===== config.mk =====
export PLATFORM = sky130hd
export DESIGN_NAME = crc_fragment_reassembler
export DESIGN_NICKNAME = d
export VERILOG_FILES = /design/src/rtl/crcfr_pkg.sv /design/src/rtl/crc_fragment_reassembler.sv
export SDC_FILE = /design/constraint.sdc
export NUM_CORES = 2
export LEC_CHECK = 0
export ABC_CLOCK_PERIOD_IN_PS = 11780
export BUFFER_PORTS_ARGS = -buffer_cell sky130_fd_sc_hd__buf_4
export CAP_MARGIN = 25
export CORE_ASPECT_RATIO = 1.5
export CORE_MARGIN = 2
export CORE_UTILIZATION = 50
export CTS_CLUSTER_SIZE = 10
export DETAILED_ROUTE_END_ITERATION = 10
export PLACE_DENSITY_LB_ADDON = 0.15
export SETUP_SLACK_MARGIN = 0.1
export SKIP_LAST_GASP = 1
export SYNTH_ARGS = -nofsm -noshare
export SYNTH_HDL_FRONTEND = slang
export SYNTH_SLANG_ARGS = --single-unit

===== constraint.sdc =====
create_clock -name clk -period 11.78 [get_ports clk]
set_input_delay 2.356 -clock clk [delete_from_list [all_inputs] [get_ports clk]]
set_output_delay 2.356 -clock clk [all_outputs]
set_load 0.01 [all_outputs]

===== src/rtl/crcfr_pkg.sv =====
// shared types, constants and crc table for the crc fragment reassembler
package crcfr_pkg;

  localparam int HDR_BYTES = 16;
  localparam int CRC_BYTES = 4;
  localparam int Q_DEPTH = 4;
  localparam int Q_AW = $clog2(Q_DEPTH);

  localparam logic [31:0] CRC_POLY = 32'hEDB88320;
  localparam logic [31:0] ALL_ONES = 32'hFFFFFFFF;

  localparam logic [7:0] MAGIC_0 = 8'h41;
  localparam logic [7:0] MAGIC_1 = 8'h50;
  localparam logic [7:0] MAGIC_2 = 8'h58;
  localparam logic [7:0] MAGIC_3 = 8'h31;

  localparam logic KIND_BODY = 1'b0;
  localparam logic KIND_STATUS = 1'b1;

  localparam logic [2:0] ST_KEPT = 3'd0;
  localparam logic [2:0] ST_COMPLETE = 3'd1;
  localparam logic [2:0] ST_BAD_HDR = 3'd2;
  localparam logic [2:0] ST_BAD_LEN = 3'd3;
  localparam logic [2:0] ST_BAD_CRC = 3'd4;

  typedef struct packed {
    logic [31:0] seq;
    logic [15:0] ext;
    logic [7:0]  flags;
    logic [7:0]  stream;
  } hdr_t;

  typedef struct packed {
    logic        kind;
    logic [7:0]  body;
    logic [2:0]  status;
    hdr_t        hdr;
    logic [31:0] len;
    logic        dropped;
  } res_t;

  function automatic logic [31:0] crc_table(input logic [7:0] idx);
    logic [31:0] c;
    c = {24'd0, idx};
    for (int k = 0; k < 8; k++) begin
      c = c[0] ? (CRC_POLY ^ (c >> 1)) : (c >> 1);
    end
    return c;
  endfunction

  function automatic logic [7:0] magic_byte(input logic [1:0] idx);
    logic [7:0] m;
    case (idx)
      2'd0: m = MAGIC_0;
      2'd1: m = MAGIC_1;
      2'd2: m = MAGIC_2;
      default: m = MAGIC_3;
    endcase
    return m;
  endfunction

endpackage


===== src/rtl/crc_fragment_reassembler.sv =====
// Frame deframer and fragment reassembler: takes one received byte per request, checks the
// magic and 16-byte header, runs the body through a reflected CRC-32 and passes each body
// byte on at once, then reports one status per frame; good fragments of equal sequence are
// chained into a message that a frame whose flags hit cfg_last_flag_mask completes. A byte
// is taken into an input register, processed once the queue has room, and its results
// written to a four-entry result queue that offers them on the output in order. The block
// takes one byte per cycle while in_stall is low; a frame's last byte can give two results
// (body byte and status), and the queue, draining one result per cycle while out_stall is
// low, raises in_stall for a held byte when it has room for fewer than two, counting a
// concurrent pop. No clearing pass follows reset. cfg_ready is always high.
module crc_fragment_reassembler (
  input  logic        clk,
  input  logic        rst_n,
  input  logic        in_valid,
  output logic        in_stall,
  input  logic [7:0]  in_data_byte,
  input  logic        in_frame_end,
  output logic        out_valid,
  input  logic        out_stall,
  output logic        out_kind,
  output logic [7:0]  out_body_byte,
  output logic [2:0]  out_status,
  output logic [7:0]  out_stream_id,
  output logic [7:0]  out_frame_flags,
  output logic [15:0] out_ext_words,
  output logic [31:0] out_sequence_res,
  output logic [31:0] out_message_len,
  output logic        out_dropped_partial,
  input  logic        cfg_valid,
  output logic        cfg_ready,
  input  logic [7:0]  cfg_last_flag_mask
);
  import crcfr_pkg::*;

  // input register
  logic       in_v_r;
  logic [7:0] in_byte_r;
  logic       in_end_r;
  logic       fire;
  logic       room;
  logic       pop;

  // frame and message state
  logic [31:0] pos_r, pos_nxt;
  logic [7:0]  hdr_r [HDR_BYTES];
  logic [7:0]  hdr_nxt [HDR_BYTES];
  logic [31:0] crc_r, crc_nxt;
  logic [31:0] rcrc_r, rcrc_nxt;
  logic        bad_r, bad_nxt;
  logic        act_r, act_nxt;
  hdr_t        mhdr_r, mhdr_nxt;
  logic [31:0] mlen_r, mlen_nxt;
  logic [7:0]  mask_r;

  // lengths derived from the settled header
  logic [32:0] body_end_r, body_end_nxt;
  logic [32:0] frame_len_r, frame_len_nxt;
  logic [31:0] blen_r, blen_nxt;

  // result queue
  res_t             q_r [Q_DEPTH];
  logic [Q_AW-1:0]  wr_ptr_r, rd_ptr_r;
  logic [Q_AW:0]    count_r;
  logic [1:0]       n_push;
  res_t             res0, res1;

  logic        body_emit;
  res_t        body_res, st_res;
  logic [31:0] got;
  logic [31:0] plen;
  logic        plen_short;
  hdr_t        fhdr;
  logic [1:0]  rc_idx;
  logic        seq_miss;
  logic        keep_msg;
  hdr_t        hdr_use;
  logic [31:0] base_len;
  logic [32:0] len_sum;
  logic [31:0] len_new;
  logic        complete;

  assign cfg_ready = 1'b1;

  assign pop = out_valid && !out_stall;
  assign room = (count_r <= (Q_AW+1)'(Q_DEPTH - 2)) ||
                (pop && count_r == (Q_AW+1)'(Q_DEPTH - 1));
  assign fire = in_v_r && room;
  assign in_stall = in_v_r && !room;

  assign plen = {hdr_r[11], hdr_r[10], hdr_r[9], hdr_r[8]};
  assign plen_short = plen < 32'(CRC_BYTES);

  always_comb begin
    body_end_nxt = {1'b0, plen} + 33'(HDR_BYTES - CRC_BYTES);
    frame_len_nxt = {1'b0, plen} + 33'(HDR_BYTES);
    blen_nxt = plen - 32'(CRC_BYTES);
  end

  always_comb begin
    pos_nxt = pos_r;
    hdr_nxt = hdr_r;
    crc_nxt = crc_r;
    rcrc_nxt = rcrc_r;
    bad_nxt = bad_r;
    act_nxt = act_r;
    mhdr_nxt = mhdr_r;
    mlen_nxt = mlen_r;
    body_emit = 1'b0;
    rc_idx = pos_r[1:0] - body_end_r[1:0];
    seq_miss = 1'b0;
    keep_msg = 1'b0;
    hdr_use = '0;
    base_len = '0;
    len_sum = '0;
    len_new = '0;
    complete = 1'b0;

    body_res = '0;
    body_res.kind = KIND_BODY;
    body_res.body = in_byte_r;

    if (pos_r < 32'(HDR_BYTES)) begin
      hdr_nxt[pos_r[3:0]] = in_byte_r;
      if (pos_r < 32'(CRC_BYTES) && in_byte_r != magic_byte(pos_r[1:0])) begin
        bad_nxt = 1'b1;
      end
    end else if (pos_r != ALL_ONES && !bad_r && !plen_short) begin
      if ({1'b0, pos_r} < body_end_r) begin
        crc_nxt = (crc_r >> 8) ^ crc_table(crc_r[7:0] ^ in_byte_r);
        body_emit = 1'b1;
      end else if ({1'b0, pos_r} < frame_len_r) begin
        rcrc_nxt[{rc_idx, 3'b000} +: 8] = in_byte_r;
      end
    end

    got = (pos_r == ALL_ONES) ? pos_r : pos_r + 32'd1;
    pos_nxt = got;

    fhdr.stream = hdr_nxt[4];
    fhdr.flags = hdr_nxt[5];
    fhdr.ext = {hdr_nxt[7], hdr_nxt[6]};
    fhdr.seq = {hdr_nxt[15], hdr_nxt[14], hdr_nxt[13], hdr_nxt[12]};

    st_res = '0;
    st_res.kind = KIND_STATUS;
    st_res.dropped = act_r;

    if (got < 32'(HDR_BYTES) || bad_nxt) begin
      st_res.status = ST_BAD_HDR;
    end else if (plen_short || {1'b0, got} < frame_len_r) begin
      st_res.status = ST_BAD_LEN;
      st_res.hdr = fhdr;
    end else if (~crc_nxt != rcrc_nxt) begin
      st_res.status = ST_BAD_CRC;
      st_res.hdr = fhdr;
    end else begin
      seq_miss = act_r && (mhdr_r.seq != fhdr.seq);
      keep_msg = act_r && !seq_miss;
      hdr_use = keep_msg ? mhdr_r : fhdr;
      base_len = keep_msg ? mlen_r : 32'd0;
      len_sum = {1'b0, base_len} + {1'b0, blen_r};
      len_new = len_sum[32] ? ALL_ONES : len_sum[31:0];
      complete = |(fhdr.flags & mask_r);
      st_res.status = complete ? ST_COMPLETE : ST_KEPT;
      st_res.hdr = hdr_use;
      st_res.len = len_new;
      st_res.dropped = seq_miss;
    end

    if (in_end_r) begin
      if (st_res.status == ST_KEPT) begin
        act_nxt = 1'b1;
        mhdr_nxt = hdr_use;
        mlen_nxt = len_new;
      end else begin
        act_nxt = 1'b0;
        mhdr_nxt = '0;
        mlen_nxt = '0;
      end
      pos_nxt = '0;
      for (int i = 0; i < HDR_BYTES; i++) begin
        hdr_nxt[i] = '0;
      end
      crc_nxt = ALL_ONES;
      rcrc_nxt = '0;
      bad_nxt = 1'b0;
    end

    res0 = body_emit ? body_res : st_res;
    res1 = st_res;
    n_push = fire ? ({1'b0, body_emit} + {1'b0, in_end_r}) : 2'd0;
  end

  always_ff @(posedge clk) begin
    if (!rst_n) begin
      in_v_r <= 1'b0;
    end else if (in_valid && !in_stall) begin
      in_v_r <= 1'b1;
    end else if (fire) begin
      in_v_r <= 1'b0;
    end
  end

  always_ff @(posedge clk) begin
    if (in_valid && !in_stall) begin
      in_byte_r <= in_data_byte;
      in_end_r <= in_frame_end;
    end
  end

  always_ff @(posedge clk) begin
    if (!rst_n) begin
      mask_r <= 8'd1;
    end else if (cfg_valid && cfg_ready) begin
      mask_r <= cfg_last_flag_mask;
    end
  end

  always_ff @(posedge clk) begin
    body_end_r <= body_end_nxt;
    frame_len_r <= frame_len_nxt;
    blen_r <= blen_nxt;
  end

  always_ff @(posedge clk) begin
    if (!rst_n) begin
      pos_r <= '0;
      for (int i = 0; i < HDR_BYTES; i++) begin
        hdr_r[i] <= '0;
      end
      crc_r <= ALL_ONES;
      rcrc_r <= '0;
      bad_r <= 1'b0;
      act_r <= 1'b0;
      mhdr_r <= '0;
      mlen_r <= '0;
    end else if (fire) begin
      pos_r <= pos_nxt;
      hdr_r <= hdr_nxt;
      crc_r <= crc_nxt;
      rcrc_r <= rcrc_nxt;
      bad_r <= bad_nxt;
      act_r <= act_nxt;
      mhdr_r <= mhdr_nxt;
      mlen_r <= mlen_nxt;
    end
  end

  // result queue
  always_ff @(posedge clk) begin
    if (n_push != 2'd0) begin
      q_r[wr_ptr_r] <= res0;
    end
    if (n_push == 2'd2) begin
      q_r[wr_ptr_r + Q_AW'(1)] <= res1;
    end
  end

  always_ff @(posedge clk) begin
    if (!rst_n) begin
      wr_ptr_r <= '0;
      rd_ptr_r <= '0;
      count_r <= '0;
    end else begin
      wr_ptr_r <= wr_ptr_r + Q_AW'(n_push);
      if (pop) begin
        rd_ptr_r <= rd_ptr_r + Q_AW'(1);
      end
      count_r <= count_r + (Q_AW+1)'(n_push) - (Q_AW+1)'(pop);
    end
  end

  assign out_valid = count_r != '0;
  assign out_kind = q_r[rd_ptr_r].kind;
  assign out_body_byte = q_r[rd_ptr_r].body;
  assign out_status = q_r[rd_ptr_r].status;
  assign out_stream_id = q_r[rd_ptr_r].hdr.stream;
  assign out_frame_flags = q_r[rd_ptr_r].hdr.flags;
  assign out_ext_words = q_r[rd_ptr_r].hdr.ext;
  assign out_sequence_res = q_r[rd_ptr_r].hdr.seq;
  assign out_message_len = q_r[rd_ptr_r].len;
  assign out_dropped_partial = q_r[rd_ptr_r].dropped;

`ifndef SYNTHESIS
  a_queue_bound: assert property (@(posedge clk) disable iff (!rst_n)
    count_r <= (Q_AW+1)'(Q_DEPTH))
    else $error("result queue overfilled");

  a_stall_needs_item: assert property (@(posedge clk) disable iff (!rst_n)
    in_stall |-> in_v_r && count_r >= (Q_AW+1)'(Q_DEPTH - 2))
    else $error("input stalled without a held request or a full queue");

  a_frame_restart: assert property (@(posedge clk) disable iff (!rst_n)
    fire && in_end_r |=> pos_r == '0 && crc_r == ALL_ONES && !bad_r)
    else $error("frame state not cleared after frame end");

  a_body_clean: assert property (@(posedge clk) disable iff (!rst_n)
    out_valid && out_kind == KIND_BODY |->
      out_status == ST_KEPT && !out_dropped_partial && out_message_len == '0)
    else $error("body result carries status fields");

  a_status_code: assert property (@(posedge clk) disable iff (!rst_n)
    out_valid && out_kind == KIND_STATUS |-> out_status <= ST_BAD_CRC)
    else $error("status code out of range");

  a_complete_idle: assert property (@(posedge clk) disable iff (!rst_n)
    fire && in_end_r && st_res.status != ST_KEPT |=> !act_r && mlen_r == '0)
    else $error("message kept after completion or error");
`endif

endmodule

==> summary.txt <==
Synthesis
  – Netlist cell types: 86
  – Post-synthesis async set-or-reset flop share: 0
  – Mapped Area: 0.0416 mm²
  – Syn_area_per_cell: 10.8 µm²
  – Number of synthesis warnings: 0
  – Mapped Nets: 3997
  – Seq cells post-synth: 845
  – Seq/Total Area, Yosys: 0.505
  – Dominant synthesized flop cell: dfxtp_1
  – Number of synthesized flops with an enable pin: 409
  – Synth Instances: between 3000 and 4000

Finish
  – Nets: 4017
  – Multi-input logic area: 0.0191 mm²
  – Most frequent cells in the layout: 434 x dfxtp_1, 409 x edfxtp_1, 361 x nor2_1, 275 x nand2_1, 202 x xnor2_1
  – Layout cells sized above 1: 0.122
  – Reg area: 0.0210 mm²
  – Final cell count without fillers: 5032
  – Synthesis-to-finish area growth: 10.8%
  – Commonest non-fill, non-tap cell in the layout: dfxtp_1
  – ANT cells: 0
  – Filler instances: 7131

Clocking
  – Total CTS buffers: 95
  – H-tree levels: 3
  – Max Root-Sink Buffers: 3
  – Clock tree sinks: 845
  – Hold_buf cts: 0
  – TritonCTS clock tree: yes
  – Clk pin slew, worst setup/hold paths: around 0.06 ns
  – Later-pin clock latency in the skew report: 0.68 ns
  – Post-CTS setup buffer count: 0
  – Root buf cell: clkbuf_16
  – Post_cts resized: 0

Global routing
  – Tot GR Track Use: 0.278
  – Largest net degree at the start of global routing: 81
  – GR Overflow Total: 0
  – Initial antenna violation count: 0
  – Global-route wire length before repair: 180000 µm
  – Vias in the first global route: 29786

Timing
  – Post-Route Setup TNS: 0 ns
  – Final hold violation count: 0
  – Clock skew: 0.0202 ns
  – Final setup fails: 0
  – Slew Limit Headroom: 0.290
  – Fin crit share: 0.639
  – WHS: 0.349 ns
  – Final period demand of the worst path: between 7 and 8 ns
  – Worst slew pin tran: 1.06 ns
  – RSZ-0062 raised after global routing: false
  – F_max: 0.133 GHz
  – Count of pins over their slew limit: 0

Floorplanning
  – Chip width: 239 µm
  – Num rows: 129
  – Die ar.: between 0.08 and 0.09 mm²
  – Initial core utilization: 0.504
  – Core Area: 0.0825 mm²
  – Chip height: about 360 µm
  – I/O pin total: 134

Place
  – Placed insts: 4866
  – Port Buffer Count: 132
  – RePlAce Congestion: a little over 0.9
  – Hpwl dp: 77100 µm

Routing
  – WL final: roughly 120000 µm
  – Drt via density: 5.95
  – DR iter-0 viols: 2301
  – Post-route ant nets: 0
  – Vias: 29943
  – # DRC: 0
  – DRT Pass-1 Iters: 7
  – Routed length per instance: 23.7 µm

Worst setup path
  – Nature of the critical path endpoint: register
  – Worst EP arrival: 7.92 ns
  – Worst setup SP type: register
  – Required time worst endpoint: 12.17 ns
  – Critical-path maximum fanout: 35
  – Crit Path Class: reg -> reg

Pwr
  – Switching power: between 1.5 and 2 mW
  – Pleak: 17.4 nW
  – Power Density: 154 mW/mm²
  – Power share of the sequential group: 0.450
  – Int Pwr: 5.21 mW
  – Peak VDD IR: between 0.0001 and 0.00015 V
  – Clock power frac: 0.380
  – Switching Fraction: 0.266
  – Final Total Pwr: slightly above 7 mW
  – Combinational Power Share: 0.171

Job
  – Max-cap viol count: 0

Min path
  – Hold crit path type: reg -> reg

Run status
  – Result of the run: finished, final reports clean
[cells by family (layout without fill, tap and decap cells)]
| logic type | count (synthesis) | after routing | synth area share |
|---|---|---|---|
| simple gates | 1239 | 1239 | 0.149 |
| flops | 845 | 845 | 0.505 |
| compound gates | 698 | 698 | 0.112 |
| buf+inv | 374 | 462 | 0.0373 |
| xor+xnor | 284 | 284 | 0.0600 |
| mux | 246 | 246 | 0.0921 |
| fa+ha+maj | 144 | 144 | 0.0437 |
| other cells | 1 | 1 | 0.0000902 |
[through the flow]
stage	area, µm²	setup slack (ns)	utilization
final	46100	4.25	0.558
after global routing	46100	3.69	0.558
after CTS	46000	4.31	0.558
after detailed placement	43300	4.33	0.525
after global placement	43300	4.18	0.525
after floorplan	41600	5.27	-
[synth_stat cells, types with 14 or more instances]
cell,count,area share
o2bb2ai_1,32,0.0067
nand3_1,47,0.0057
edfxtp_1,409,0.30
xor2_1,81,0.017
o22ai_1,131,0.020
xnor2_1,202,0.043
o211ai_1,39,0.0070
a32oi_1,24,0.0051
a21o_1,32,0.0058
o21a_1,14,0.0025
inv_1,108,0.0098
buf_2,30,0.0036
ha_1,142,0.043
nor2b_1,146,0.022
mux4_2,109,0.059
clkbuf_1,188,0.017
a21oi_1,78,0.0094
and2_1,85,0.013
o21ai_1,14,0.0017
mux2i_1,137,0.033
nand2_1,277,0.025
a22oi_1,90,0.016
and3_1,60,0.0090
o21ai_0,147,0.018
nor2_1,363,0.033
nand4_1,41,0.0062
buf_1,26,0.0023
dfxtp_1,436,0.21
nor4_1,56,0.0084
a22o_1,38,0.0080
or2_2,38,0.0057
nor3_1,47,0.0057
nand2b_1,15,0.0023
a21boi_0,15,0.0027
[final cells by class]
type,count,area share
Inverter,108,0.00902
Clock inverter,5,0.00117
Tap cell,1113,0.0302
Sequential cell,845,0.456
Multi-Input combinational cell,2612,0.414
Timing Repair Buffer,189,0.0314
Clock buffer,160,0.0581
[final timing paths]
check | endpoint | depth (start not counted) | from | slack (ns)
worst max register to register | q_r[2][11] | 26 | pos_r[26] | 4.25
worst max-delay path | q_r[2][11] | 26 | pos_r[26] | 4.25
worst min-delay path | blen_r[1] | 0 | hdr_r[57] | 0.35
worst min register to register | blen_r[1] | 0 | hdr_r[57] | 0.35
[worst max-delay path, stage by stage (launching register included)]
cell      delay (ns)
dfxtp_1         0.50
nor4_1          0.38
nand4_1         0.21
or2_2           0.47
nor3_1          0.18
buf_4           0.25
mux2i_1         0.43
xnor2_1         0.12
nor4_1          0.36
nand4_1         0.19
nor2_2          0.14
buf_4           0.38
and3_1          0.22
ha_1            0.26
a21o_1          0.17
a21oi_1         0.28
o21ai_0         0.14
a31o_2          0.30
a211oi_1        0.26
o31ai_1         0.19
a31oi_1         0.24
o21ai_0         0.19
a21oi_1         0.17
nor2b_1         0.07
or2_2           0.53
a21oi_1         0.47
nor2_1          0.10
[sequential cells by signal, indices dropped and copies added (netlist names), 2 cells and up, named ones only]
| register | cells |
|---|---|
| q_r | 436 |
| hdr_r | 96 |
| mhdr_r | 64 |
| blen_r | 32 |
| crc_r | 32 |
| mlen_r | 32 |
| pos_r | 32 |
| rcrc_r | 32 |
| frame_len_r | 31 |
| body_end_r | 29 |
| in_byte_r | 8 |
| mask_r | 8 |
| count_r | 3 |
| rd_ptr_r | 2 |
| wr_ptr_r | 2 |
[power groups by stage]
stage | Clock [mW] | Sequential, mW | Combinational, mW
2_1_floorplan | 0 | 3.21 | 0.805
3_3_place_gp | 0 | 3.26 | 1.22
3_5_place_dp | 0 | 3.26 | 1.22
4_1_cts | 2.74 | 3.20 | 1.23
5_1_grt | 2.85 | 3.20 | 1.29
6_report | 2.70 | 3.20 | 1.21
[routing by layer]
| metal | wire [µm] | GRT usage | up-vias |
|---|---|---|---|
| li1 | - | - | 13933 |
| met1 | 48800 | 0.345 | 14794 |
| met2 | 59100 | 0.482 | 966 |
| met3 | 5560 | 0.0311 | 250 |
| met4 | 5810 | 0.136 | 0 |
| met5 | 0 | 0 | - |
No activity file was read; power rests on OpenSTA's default activity.
